File: src/design/led_panel_refresh_framer_unit_defines.svh
// Assertion macros shared by the framer modules.
`ifndef LED_PANEL_REFRESH_FRAMER_UNIT_DEFINES_SVH
`define LED_PANEL_REFRESH_FRAMER_UNIT_DEFINES_SVH

// Checked at every clock edge while reset is released.
`define LPRF_ASSERT(lbl, prop, msg) \
  lbl: assert property (@(posedge clk_i) disable iff (!rst_ni) (prop)) else $error(msg);

// Checked at every clock edge, reset included.
`define LPRF_ASSERT_ALWAYS(lbl, prop, msg) \
  lbl: assert property (@(posedge clk_i) (prop)) else $error(msg);

`endif

File: src/design/lprf_pkg.sv
package lprf_pkg;

  // Framing bytes.
  localparam logic [7:0] CmdData  = 8'h40;
  localparam logic [7:0] CmdAddr  = 8'hC0;
  localparam logic [7:0] CmdDisp  = 8'h88;
  localparam logic [7:0] Blank    = 8'hFF;
  localparam logic [2:0] MaxLevel = 3'd6;

  // Byte positions inside one refresh.
  typedef logic [4:0] idx_t;
  localparam idx_t IdxCmd       = 5'd0;
  localparam idx_t IdxAddr      = 5'd1;
  localparam idx_t IdxPadLo     = 5'd2;
  localparam idx_t IdxPadLoEnd  = 5'd5;
  localparam idx_t IdxBar       = 5'd6;
  localparam idx_t IdxBarEnd    = 5'd9;
  localparam idx_t IdxStrength  = 5'd10;
  localparam idx_t IdxStatus    = 5'd11;
  localparam idx_t IdxPadHi     = 5'd12;
  localparam idx_t IdxPadHiEnd  = 5'd16;
  localparam idx_t IdxCtrl      = 5'd17;

  // Register indexes, selected by paddr bit 2.
  localparam logic RegDim    = 1'b0;
  localparam logic RegBright = 1'b1;

  typedef struct packed {
    logic [3:0][7:0] bar;
    logic [7:0]      strength;
    logic [7:0]      status;
    logic [7:0]      ctrl;
  } frame_t;

  typedef struct packed {
    logic push;
    logic full;
  } qctl_t;

  function automatic logic [7:0] bar_byte(input logic [2:0] level, input logic probe);
    logic [2:0] sat;
    logic [6:0] ones;
    sat  = (level > MaxLevel) ? MaxLevel : level;
    ones = (7'd1 << sat) - 7'd1;
    return {probe, probe, ones[5:0]};
  endfunction

  function automatic logic [7:0] strength_byte(input logic [1:0] strength);
    logic [7:0] b;
    b = '0;
    b[{strength, 1'b0}]   = 1'b1;
    b[{strength, 1'b1}]   = 1'b1;
    return b;
  endfunction

  function automatic logic [7:0] status_byte(input logic [3:0] flags);
    logic [7:0] b;
    for (int k = 0; k < 4; k++) begin
      b[2*k]   = flags[k];
      b[2*k+1] = flags[k];
    end
    return b;
  endfunction

endpackage

File: src/design/led_panel_refresh_framer_unit.sv
// Channel  | Direction | Handshake                 | Payload
// in       | input     | in_valid_i / in_stall_o   | one panel status snapshot
// out      | output    | out_valid_o / out_stall_i | one framed byte with marks
// cfg      | input     | APB psel/penable/pready   | dim_level, bright_level
//
// A refresh is 18 bytes delivered one per cycle while the output is not stalled, from a registered output.
// The front takes a snapshot whenever the queue is not full. The two-entry frame queue
// holds the frame being sent plus one more, so one further refreshing snapshot can be
// taken meanwhile. Snapshots that cause no refresh stall on a full queue too.
// Reset restores the kept snapshot to zero and marks the next snapshot to refresh.
// Output stall holds the byte register; the front stalls only on a full queue.
module led_panel_refresh_framer_unit (
  input  logic        clk_i,
  input  logic        rst_ni,
  input  logic        in_valid_i,
  output logic        in_stall_o,
  input  logic [1:0]  strength_i,
  input  logic [3:0]  probe_flags_i,
  input  logic [2:0]  level_a_i,
  input  logic [2:0]  level_b_i,
  input  logic [2:0]  level_c_i,
  input  logic [2:0]  level_d_i,
  input  logic [3:0]  status_flags_i,
  input  logic        force_refresh_i,
  input  logic        standby_expired_i,
  output logic        out_valid_o,
  input  logic        out_stall_i,
  output logic [7:0]  out_byte_o,
  output logic        start_before_o,
  output logic        stop_after_o,
  output logic        last_o,
  input  logic        psel,
  input  logic        penable,
  input  logic        pwrite,
  input  logic [2:0]  paddr,
  input  logic [31:0] pwdata,
  output logic [31:0] prdata,
  output logic        pready
);

  logic [2:0]       dim_q, bright_q;
  logic             q_full, q_valid, pop;
  lprf_pkg::qctl_t  qctl;
  lprf_pkg::frame_t wframe, rframe;

  assign pready = 1'b1;
  assign prdata = {29'd0, (paddr[2] == lprf_pkg::RegBright) ? bright_q : dim_q};

  always_ff @(posedge clk_i or negedge rst_ni) begin
    if (!rst_ni) begin
      dim_q    <= 3'd2;
      bright_q <= 3'd7;
    end else if (psel && penable && pwrite) begin
      if (paddr[2] == lprf_pkg::RegBright) begin
        bright_q <= pwdata[2:0];
      end else begin
        dim_q <= pwdata[2:0];
      end
    end
  end

  lprf_front u_front (
    .clk_i,
    .rst_ni,
    .in_valid_i,
    .in_stall_o,
    .strength_i,
    .probe_flags_i,
    .level_a_i,
    .level_b_i,
    .level_c_i,
    .level_d_i,
    .status_flags_i,
    .force_refresh_i,
    .standby_expired_i,
    .dim_level_i    (dim_q),
    .bright_level_i (bright_q),
    .q_full_i       (q_full),
    .qctl_o         (qctl),
    .frame_o        (wframe)
  );

  lprf_queue u_queue (
    .clk_i,
    .rst_ni,
    .qctl_i  (qctl),
    .wdata_i (wframe),
    .full_o  (q_full),
    .valid_o (q_valid),
    .pop_i   (pop),
    .rdata_o (rframe)
  );

  lprf_back u_back (
    .clk_i,
    .rst_ni,
    .q_valid_i (q_valid),
    .frame_i   (rframe),
    .pop_o     (pop),
    .out_valid_o,
    .out_stall_i,
    .out_byte_o,
    .start_before_o,
    .stop_after_o,
    .last_o
  );

endmodule

File: src/design/lprf_front.sv
module lprf_front (
  input  logic                 clk_i,
  input  logic                 rst_ni,
  input  logic                 in_valid_i,
  output logic                 in_stall_o,
  input  logic [1:0]           strength_i,
  input  logic [3:0]           probe_flags_i,
  input  logic [2:0]           level_a_i,
  input  logic [2:0]           level_b_i,
  input  logic [2:0]           level_c_i,
  input  logic [2:0]           level_d_i,
  input  logic [3:0]           status_flags_i,
  input  logic                 force_refresh_i,
  input  logic                 standby_expired_i,
  input  logic [2:0]           dim_level_i,
  input  logic [2:0]           bright_level_i,
  input  logic                 q_full_i,
  output lprf_pkg::qctl_t      qctl_o,
  output lprf_pkg::frame_t     frame_o
);

  logic [1:0]       strength_q;
  logic [3:0]       probes_q;
  logic [3:0][2:0]  levels_q;
  logic [3:0][2:0]  levels;
  logic [3:0]       status_q;
  logic             pending_q;
  logic             accept;
  logic             changed;

  assign levels = {level_d_i, level_c_i, level_b_i, level_a_i};
  assign accept = in_valid_i && !q_full_i;
  assign in_stall_o = q_full_i;

  assign changed = (strength_i != strength_q) || (probe_flags_i != probes_q) ||
                   (levels != levels_q) || (status_flags_i != status_q);

  always_comb begin
    for (int k = 0; k < 4; k++) begin
      frame_o.bar[k] = lprf_pkg::bar_byte(levels[k], probe_flags_i[k]);
    end
    frame_o.strength = lprf_pkg::strength_byte(strength_i);
    frame_o.status   = lprf_pkg::status_byte(status_flags_i);
    frame_o.ctrl     = lprf_pkg::CmdDisp |
                       {5'd0, standby_expired_i ? dim_level_i : bright_level_i};
  end

  assign qctl_o.push = accept && (changed || force_refresh_i || pending_q);
  assign qctl_o.full = q_full_i;

  always_ff @(posedge clk_i or negedge rst_ni) begin
    if (!rst_ni) begin
      strength_q <= '0;
      probes_q   <= '0;
      levels_q   <= '0;
      status_q   <= '0;
      pending_q  <= 1'b1;
    end else if (accept) begin
      strength_q <= strength_i;
      probes_q   <= probe_flags_i;
      levels_q   <= levels;
      status_q   <= status_flags_i;
      pending_q  <= 1'b0;
    end
  end

endmodule

File: src/design/lprf_queue.sv
`include "led_panel_refresh_framer_unit_defines.svh"

module lprf_queue (
  input  logic             clk_i,
  input  logic             rst_ni,
  input  lprf_pkg::qctl_t  qctl_i,
  input  lprf_pkg::frame_t wdata_i,
  output logic             full_o,
  output logic             valid_o,
  input  logic             pop_i,
  output lprf_pkg::frame_t rdata_o
);

  lprf_pkg::frame_t mem_q [2];
  logic       wptr_q, rptr_q;
  logic [1:0] count_q;
  logic       push;

  assign push    = qctl_i.push && !full_o;
  assign full_o  = (count_q == 2'd2);
  assign valid_o = (count_q != 2'd0);
  assign rdata_o = mem_q[rptr_q];

  always_ff @(posedge clk_i) begin
    if (push) begin
      mem_q[wptr_q] <= wdata_i;
    end
  end

  always_ff @(posedge clk_i or negedge rst_ni) begin
    if (!rst_ni) begin
      wptr_q  <= 1'b0;
      rptr_q  <= 1'b0;
      count_q <= 2'd0;
    end else begin
      if (push) wptr_q <= !wptr_q;
      if (pop_i && valid_o) rptr_q <= !rptr_q;
      count_q <= count_q + 2'(push) - 2'(pop_i && valid_o);
    end
  end

  `LPRF_ASSERT_ALWAYS(a_count_bound, count_q != 2'd3, "queue count out of range")
  `LPRF_ASSERT(a_no_push_full, qctl_i.push |-> !qctl_i.full, "push while full")
  `LPRF_ASSERT(a_no_pop_empty, pop_i |-> valid_o, "pop while empty")

endmodule

File: src/design/lprf_back.sv
`include "led_panel_refresh_framer_unit_defines.svh"

module lprf_back (
  input  logic             clk_i,
  input  logic             rst_ni,
  input  logic             q_valid_i,
  input  lprf_pkg::frame_t frame_i,
  output logic             pop_o,
  output logic             out_valid_o,
  input  logic             out_stall_i,
  output logic [7:0]       out_byte_o,
  output logic             start_before_o,
  output logic             stop_after_o,
  output logic             last_o
);

  lprf_pkg::idx_t idx_q, idx_d;
  logic       valid_q;
  logic       load;
  logic [7:0] byte_d;
  logic       start_d, stop_d, last_d;
  logic [1:0] bar_sel;

  assign load    = q_valid_i && (!valid_q || !out_stall_i);
  assign pop_o   = load && (idx_q == lprf_pkg::IdxCtrl);
  assign idx_d   = pop_o ? lprf_pkg::IdxCmd : idx_q + 5'd1;
  assign bar_sel = 2'(idx_q - lprf_pkg::IdxBar);

  always_comb begin
    byte_d  = lprf_pkg::Blank;
    start_d = 1'b0;
    stop_d  = 1'b0;
    last_d  = 1'b0;
    unique case (idx_q) inside
      lprf_pkg::IdxCmd: begin
        byte_d  = lprf_pkg::CmdData;
        start_d = 1'b1;
        stop_d  = 1'b1;
      end
      lprf_pkg::IdxAddr: begin
        byte_d  = lprf_pkg::CmdAddr;
        start_d = 1'b1;
      end
      [lprf_pkg::IdxPadLo:lprf_pkg::IdxPadLoEnd]: byte_d = lprf_pkg::Blank;
      [lprf_pkg::IdxBar:lprf_pkg::IdxBarEnd]:     byte_d = frame_i.bar[bar_sel];
      lprf_pkg::IdxStrength:                      byte_d = frame_i.strength;
      lprf_pkg::IdxStatus:                        byte_d = frame_i.status;
      [lprf_pkg::IdxPadHi:lprf_pkg::IdxPadHiEnd]: begin
        byte_d = lprf_pkg::Blank;
        stop_d = (idx_q == lprf_pkg::IdxPadHiEnd);
      end
      lprf_pkg::IdxCtrl: begin
        byte_d  = frame_i.ctrl;
        start_d = 1'b1;
        stop_d  = 1'b1;
        last_d  = 1'b1;
      end
      default: byte_d = lprf_pkg::Blank;
    endcase
  end

  always_ff @(posedge clk_i or negedge rst_ni) begin
    if (!rst_ni) begin
      idx_q   <= lprf_pkg::IdxCmd;
      valid_q <= 1'b0;
    end else begin
      if (load) begin
        idx_q   <= idx_d;
        valid_q <= 1'b1;
      end else if (!out_stall_i) begin
        valid_q <= 1'b0;
      end
    end
  end

  always_ff @(posedge clk_i) begin
    if (load) begin
      out_byte_o     <= byte_d;
      start_before_o <= start_d;
      stop_after_o   <= stop_d;
      last_o         <= last_d;
    end
  end

  assign out_valid_o = valid_q;

  `LPRF_ASSERT_ALWAYS(a_idx_range, idx_q <= lprf_pkg::IdxCtrl, "byte index out of range")
  `LPRF_ASSERT(a_wrap, pop_o |=> idx_q == lprf_pkg::IdxCmd, "index did not wrap after frame")
  `LPRF_ASSERT(a_last_framing, valid_q && last_o |-> start_before_o && stop_after_o,
               "last byte lacks framing")

endmodule

File: config.mk
export PLATFORM = sky130hd
export DESIGN_NAME = led_panel_refresh_framer_unit
export DESIGN_NICKNAME = d
export VERILOG_FILES = /design/src/design/lprf_pkg.sv /design/src/design/led_panel_refresh_framer_unit.sv /design/src/design/lprf_front.sv /design/src/design/lprf_queue.sv /design/src/design/lprf_back.sv
export VERILOG_INCLUDE_DIRS = /design/src /design/src/design
export SDC_FILE = /design/constraint.sdc
export NUM_CORES = 1
export LEC_CHECK = 0
export BUFFER_PORTS_ARGS = -buffer_cell sky130_fd_sc_hd__buf_2
export CAP_MARGIN = 40
export CORE_UTILIZATION = 40
export DETAILED_ROUTE_END_ITERATION = 10
export GPL_TIMING_DRIVEN = 1
export PLACE_DENSITY = 0.67
export SKIP_LAST_GASP = 1
export SLEW_MARGIN = 20
export SYNTH_ARGS = -nofsm -noshare
export SYNTH_HDL_FRONTEND = slang
export SYNTH_SLANG_ARGS = --single-unit
File: constraint.sdc
create_clock -name clk_i -period 3.64 [get_ports clk_i]
set_input_delay 0.182 -clock clk_i [delete_from_list [all_inputs] [get_ports clk_i]]
set_output_delay 0.182 -clock clk_i [all_outputs]
set_load 0.02 [all_outputs]
==> results by group <==
Run status
  • Outcome: finished, final reports clean

Pwr
  • Clk pwr share: 28.6%
  • Power Dens Cells: 820.7 nW/um^2
  • Net Switching: 1.768 mW
  • Sequential power share: 42.0%
  • Static Leak: 2.664 nW
  • Power Total: 5.673 mW
  • Comb power frac: 29.4%
  • Sw frac: 31.17%
  • Worst vdd ir: 0.4388 mV
  • P_int: 3.905 mW

Clock tree
  • Clk_lat worst skew: 410 ps
  • Max Root-Sink Buffers: 2
  • Post_cts resized: 0
  • Cts bufs inserted: 17
  • Root buf cell: clkbuf_16
  • TritonCTS Sinks: 128
  • CTS tree: yes
  • CTS H-tree lvls: 4
  • Clk slew on worst S/H paths: 50 ps

Place
  • DP Cell Count: 620
  • HPWL after detailed placement: 7.231 mm
  • Gpl congestion: 0.7657
  • Placed Area: 6276 sq um
  • Port bufs: 50
  • Pre-CTS WS: 1336 ps

Routing
  • Via count: 3,260
  • DRC viols: 0
  • First-pass iteration count of the detailed router: 4
  • Vias per cell: 4.954
  • Final WL: 10.58 mm
  • Wirelength per Cell: 16.09 um
  • Initial drt markers: 239
  • Final ANT Viol Nets: 0

Finish
  • Layout Nets: 533
  • Filler cell count: 1,304
  • Final Non-Filler Cells: 658
  • Final Cell Area: 6913 sq um
  • Commonest non-fill, non-tap cell in the layout: edfxtp_1
  • Share of post-route cells with drive strength above 1: 30.17%
  • Post-layout util: 47.56%
  • Total inserted antenna cells: 0
  • Area Overhead vs Synth: 16.29%
  • Sequential Area: 3656 sq um
  • Multi-input logic area: 2028 sq um
  • Highest-count cells in the layout ignoring fill and taps: 89 x edfxtp_1, 50 x buf_2, 33 x mux2i_1, 33 x dfrtp_1, 30 x conb_1

GRT
  • Initial antenna violation count: 0
  • Grt ovf: 0
  • First-pass GRT wire length: 17.08 mm
  • Largest net degree at the start of global routing: 40
  • Total Routing Usage GR: 15.50%
  • Number of global-route vias before repair: 3,255

Synthesis
  • Prevailing post-synth register cell: edfxtp_1
  • Post-synthesis cell type count: 51
  • Sequential element share of the synthesized area: 61.48%
  • Async SR Flop Fraction: 30.47%
  • Cell count after synthesis: 397
  • Post-synth EDFFs: 89
  • Syn avg cell area: 14.97 sq um
  • Synth warnings: 0
  • Post-Syn Area: 5944 sq um
  • Number of register bits inferred by synthesis: 128

Worst setup path
  • Worst setup SP type: flop
  • Worst EP arrival: 2670 ps
  • Critical path type: flop to flop
  • Crit path capture type: flop
  • WP data required: 3970 ps
  • Critical Path Fanout Max: 12

Die
  • Die Wd: 123.9 um
  • Die height: 123.9 um
  • Die area: 15,350 sq um
  • Initial core utilization: 40.90%
  • I/O pin total: 112
  • Rows: 44
  • Area of the core: 14,530 sq um

Timing
  • Fin. Hold Viols: 0
  • Final Max Tran Viols: 0
  • Max Clock Skew: 6.311 ps
  • Setup TNS: 0 ps
  • Min Clock Period, post-route: 2334 ps
  • Worst-Margin Slew: 741.2 ps
  • Worst hold slack: 11.52 ps
  • Setup ws final: 1306 ps
  • Rel. slew slack: 50.59%
  • RSZ-0062 raised after global routing: no
  • Final worst-path cycle share: 64.12%
  • Endpoints failing setup: 0
  • Max Fclk: 0.4284 GHz

Flow run
  • # Max-Cap Violations: 0

Hold path
  • Min-Delay Path Class: input port to flop
## power groups by stage
| stage | combinational (mW) | clock, mW | sequential, mW |
|---|---|---|---|
| after detailed placement | 1.68 | 0 | 2.41 |
| final | 1.67 | 1.62 | 2.38 |
| after floorplan | 1.32 | 0 | 2.36 |
| after global routing | 1.82 | 1.71 | 2.44 |
| after CTS | 1.69 | 1.65 | 2.39 |
| after global placement | 1.62 | 0 | 2.39 |
## registers in the layout (all words and copies together), names as in the netlist
register               cells
bright_q                   3
dim_q                      3
u_back.idx_q               5
u_back.last_o              1
u_back.out_byte_o          8
u_back.out_valid_o         1
u_back.start_before_o      1
u_back.stop_after_o        1
u_front.levels_q          12
u_front.pending_q          1
u_front.probes_q           4
u_front.status_q           4
u_front.strength_q         2
u_queue.count_q            2
u_queue.mem_q             78
u_queue.rptr_q             1
u_queue.wptr_q             1
## what timing repair did
item                                   4_1_cts  5_1_grt
hold buffers                                 6        0
setup buffers                                0        0
endpoints found under the hold margin       44        0
## cells by family (layout without fill, tap and decap cells)
| family | count (synthesis) | in the layout | share of synthesized area (%) |
|---|---|---|---|
| XOR/XNOR | 26 | 26 | 3.831 |
| AND/OR/NAND/NOR | 61 | 61 | 6.083 |
| flip-flops | 128 | 128 | 61.48 |
| adder cells (fa/ha/maj) | 6 | 6 | 1.263 |
| AO/OA/AOI/OAI | 50 | 50 | 6.020 |
| buffers and inverters | 53 | 102 | 6.293 |
| other | 2 | 30 | 0.1263 |
| multiplexers | 71 | 71 | 14.90 |
## path summary, 6_finish.rpt
| path | startpoint | endpoint | slack, ps | cells past startpoint |
|---|---|---|---|---|
| worst max-delay path | u_back.idx_q[0] | u_queue.count_q[1] | 1310 | 8 |
| worst min-delay path | status_flags_i[1] | u_queue.mem_q[0][6] | 10 | 1 |
| worst max register to register | u_back.idx_q[0] | u_queue.count_q[1] | 1310 | 8 |
| worst min register to register | u_back.out_valid_o | u_back.out_valid_o | 470 | 2 |
| max in group asynchronous | rst_ni | bright_q[2] | 2930 | 3 |
| min in group asynchronous | rst_ni | u_front.levels_q[2] | 180 | 2 |
## layer usage
layer	up-vias	GRT usage (%)	share of wire, %
met4	0	6.473	1.3
met2	94	24.38	48
met1	1607	20.01	47
met5	-	0	0
li1	1547	-	-
met3	12	4.579	4.5
## synth_stat cells, types with 5 or more instances
cell	instances	area, sq um
buf_4	34	255.2
nor2_1	9	33.78
nand4_1	7	43.79
nand2_1	11	41.29
ha_1	6	75.07
and2_1	7	43.79
dfstp_2	5	131.4
buf_6	6	67.56
xor2_1	5	43.79
dfrtp_1	34	850.8
mux2i_1	33	330.3
xnor2_1	21	183.9
inv_1	5	18.77
o21ai_0	9	45.04
a22oi_1	10	75.07
mux2_2	15	168.9
mux2_4	19	285.3
edfxtp_1	89	2673
## cell type report
type	instances	area share, %
repair buffers	63	5.719
clock inverters	5	0.7602
clock buffers	27	7.584
flip-flops and latches	128	52.89
well taps	184	3.330
inverters	7	0.3801
multi-input cells	244	29.34
## critical path, cell delays in order (launching register included)
cell and delay (ps):
dfrtp_1 640, ha_1 320, nand3_2 200, nor2_1 320, ha_1 300, inv_1 60
ha_1 150, xnor2_1 130, xnor2_1 140
No activity file was read; power rests on OpenSTA's default activity.
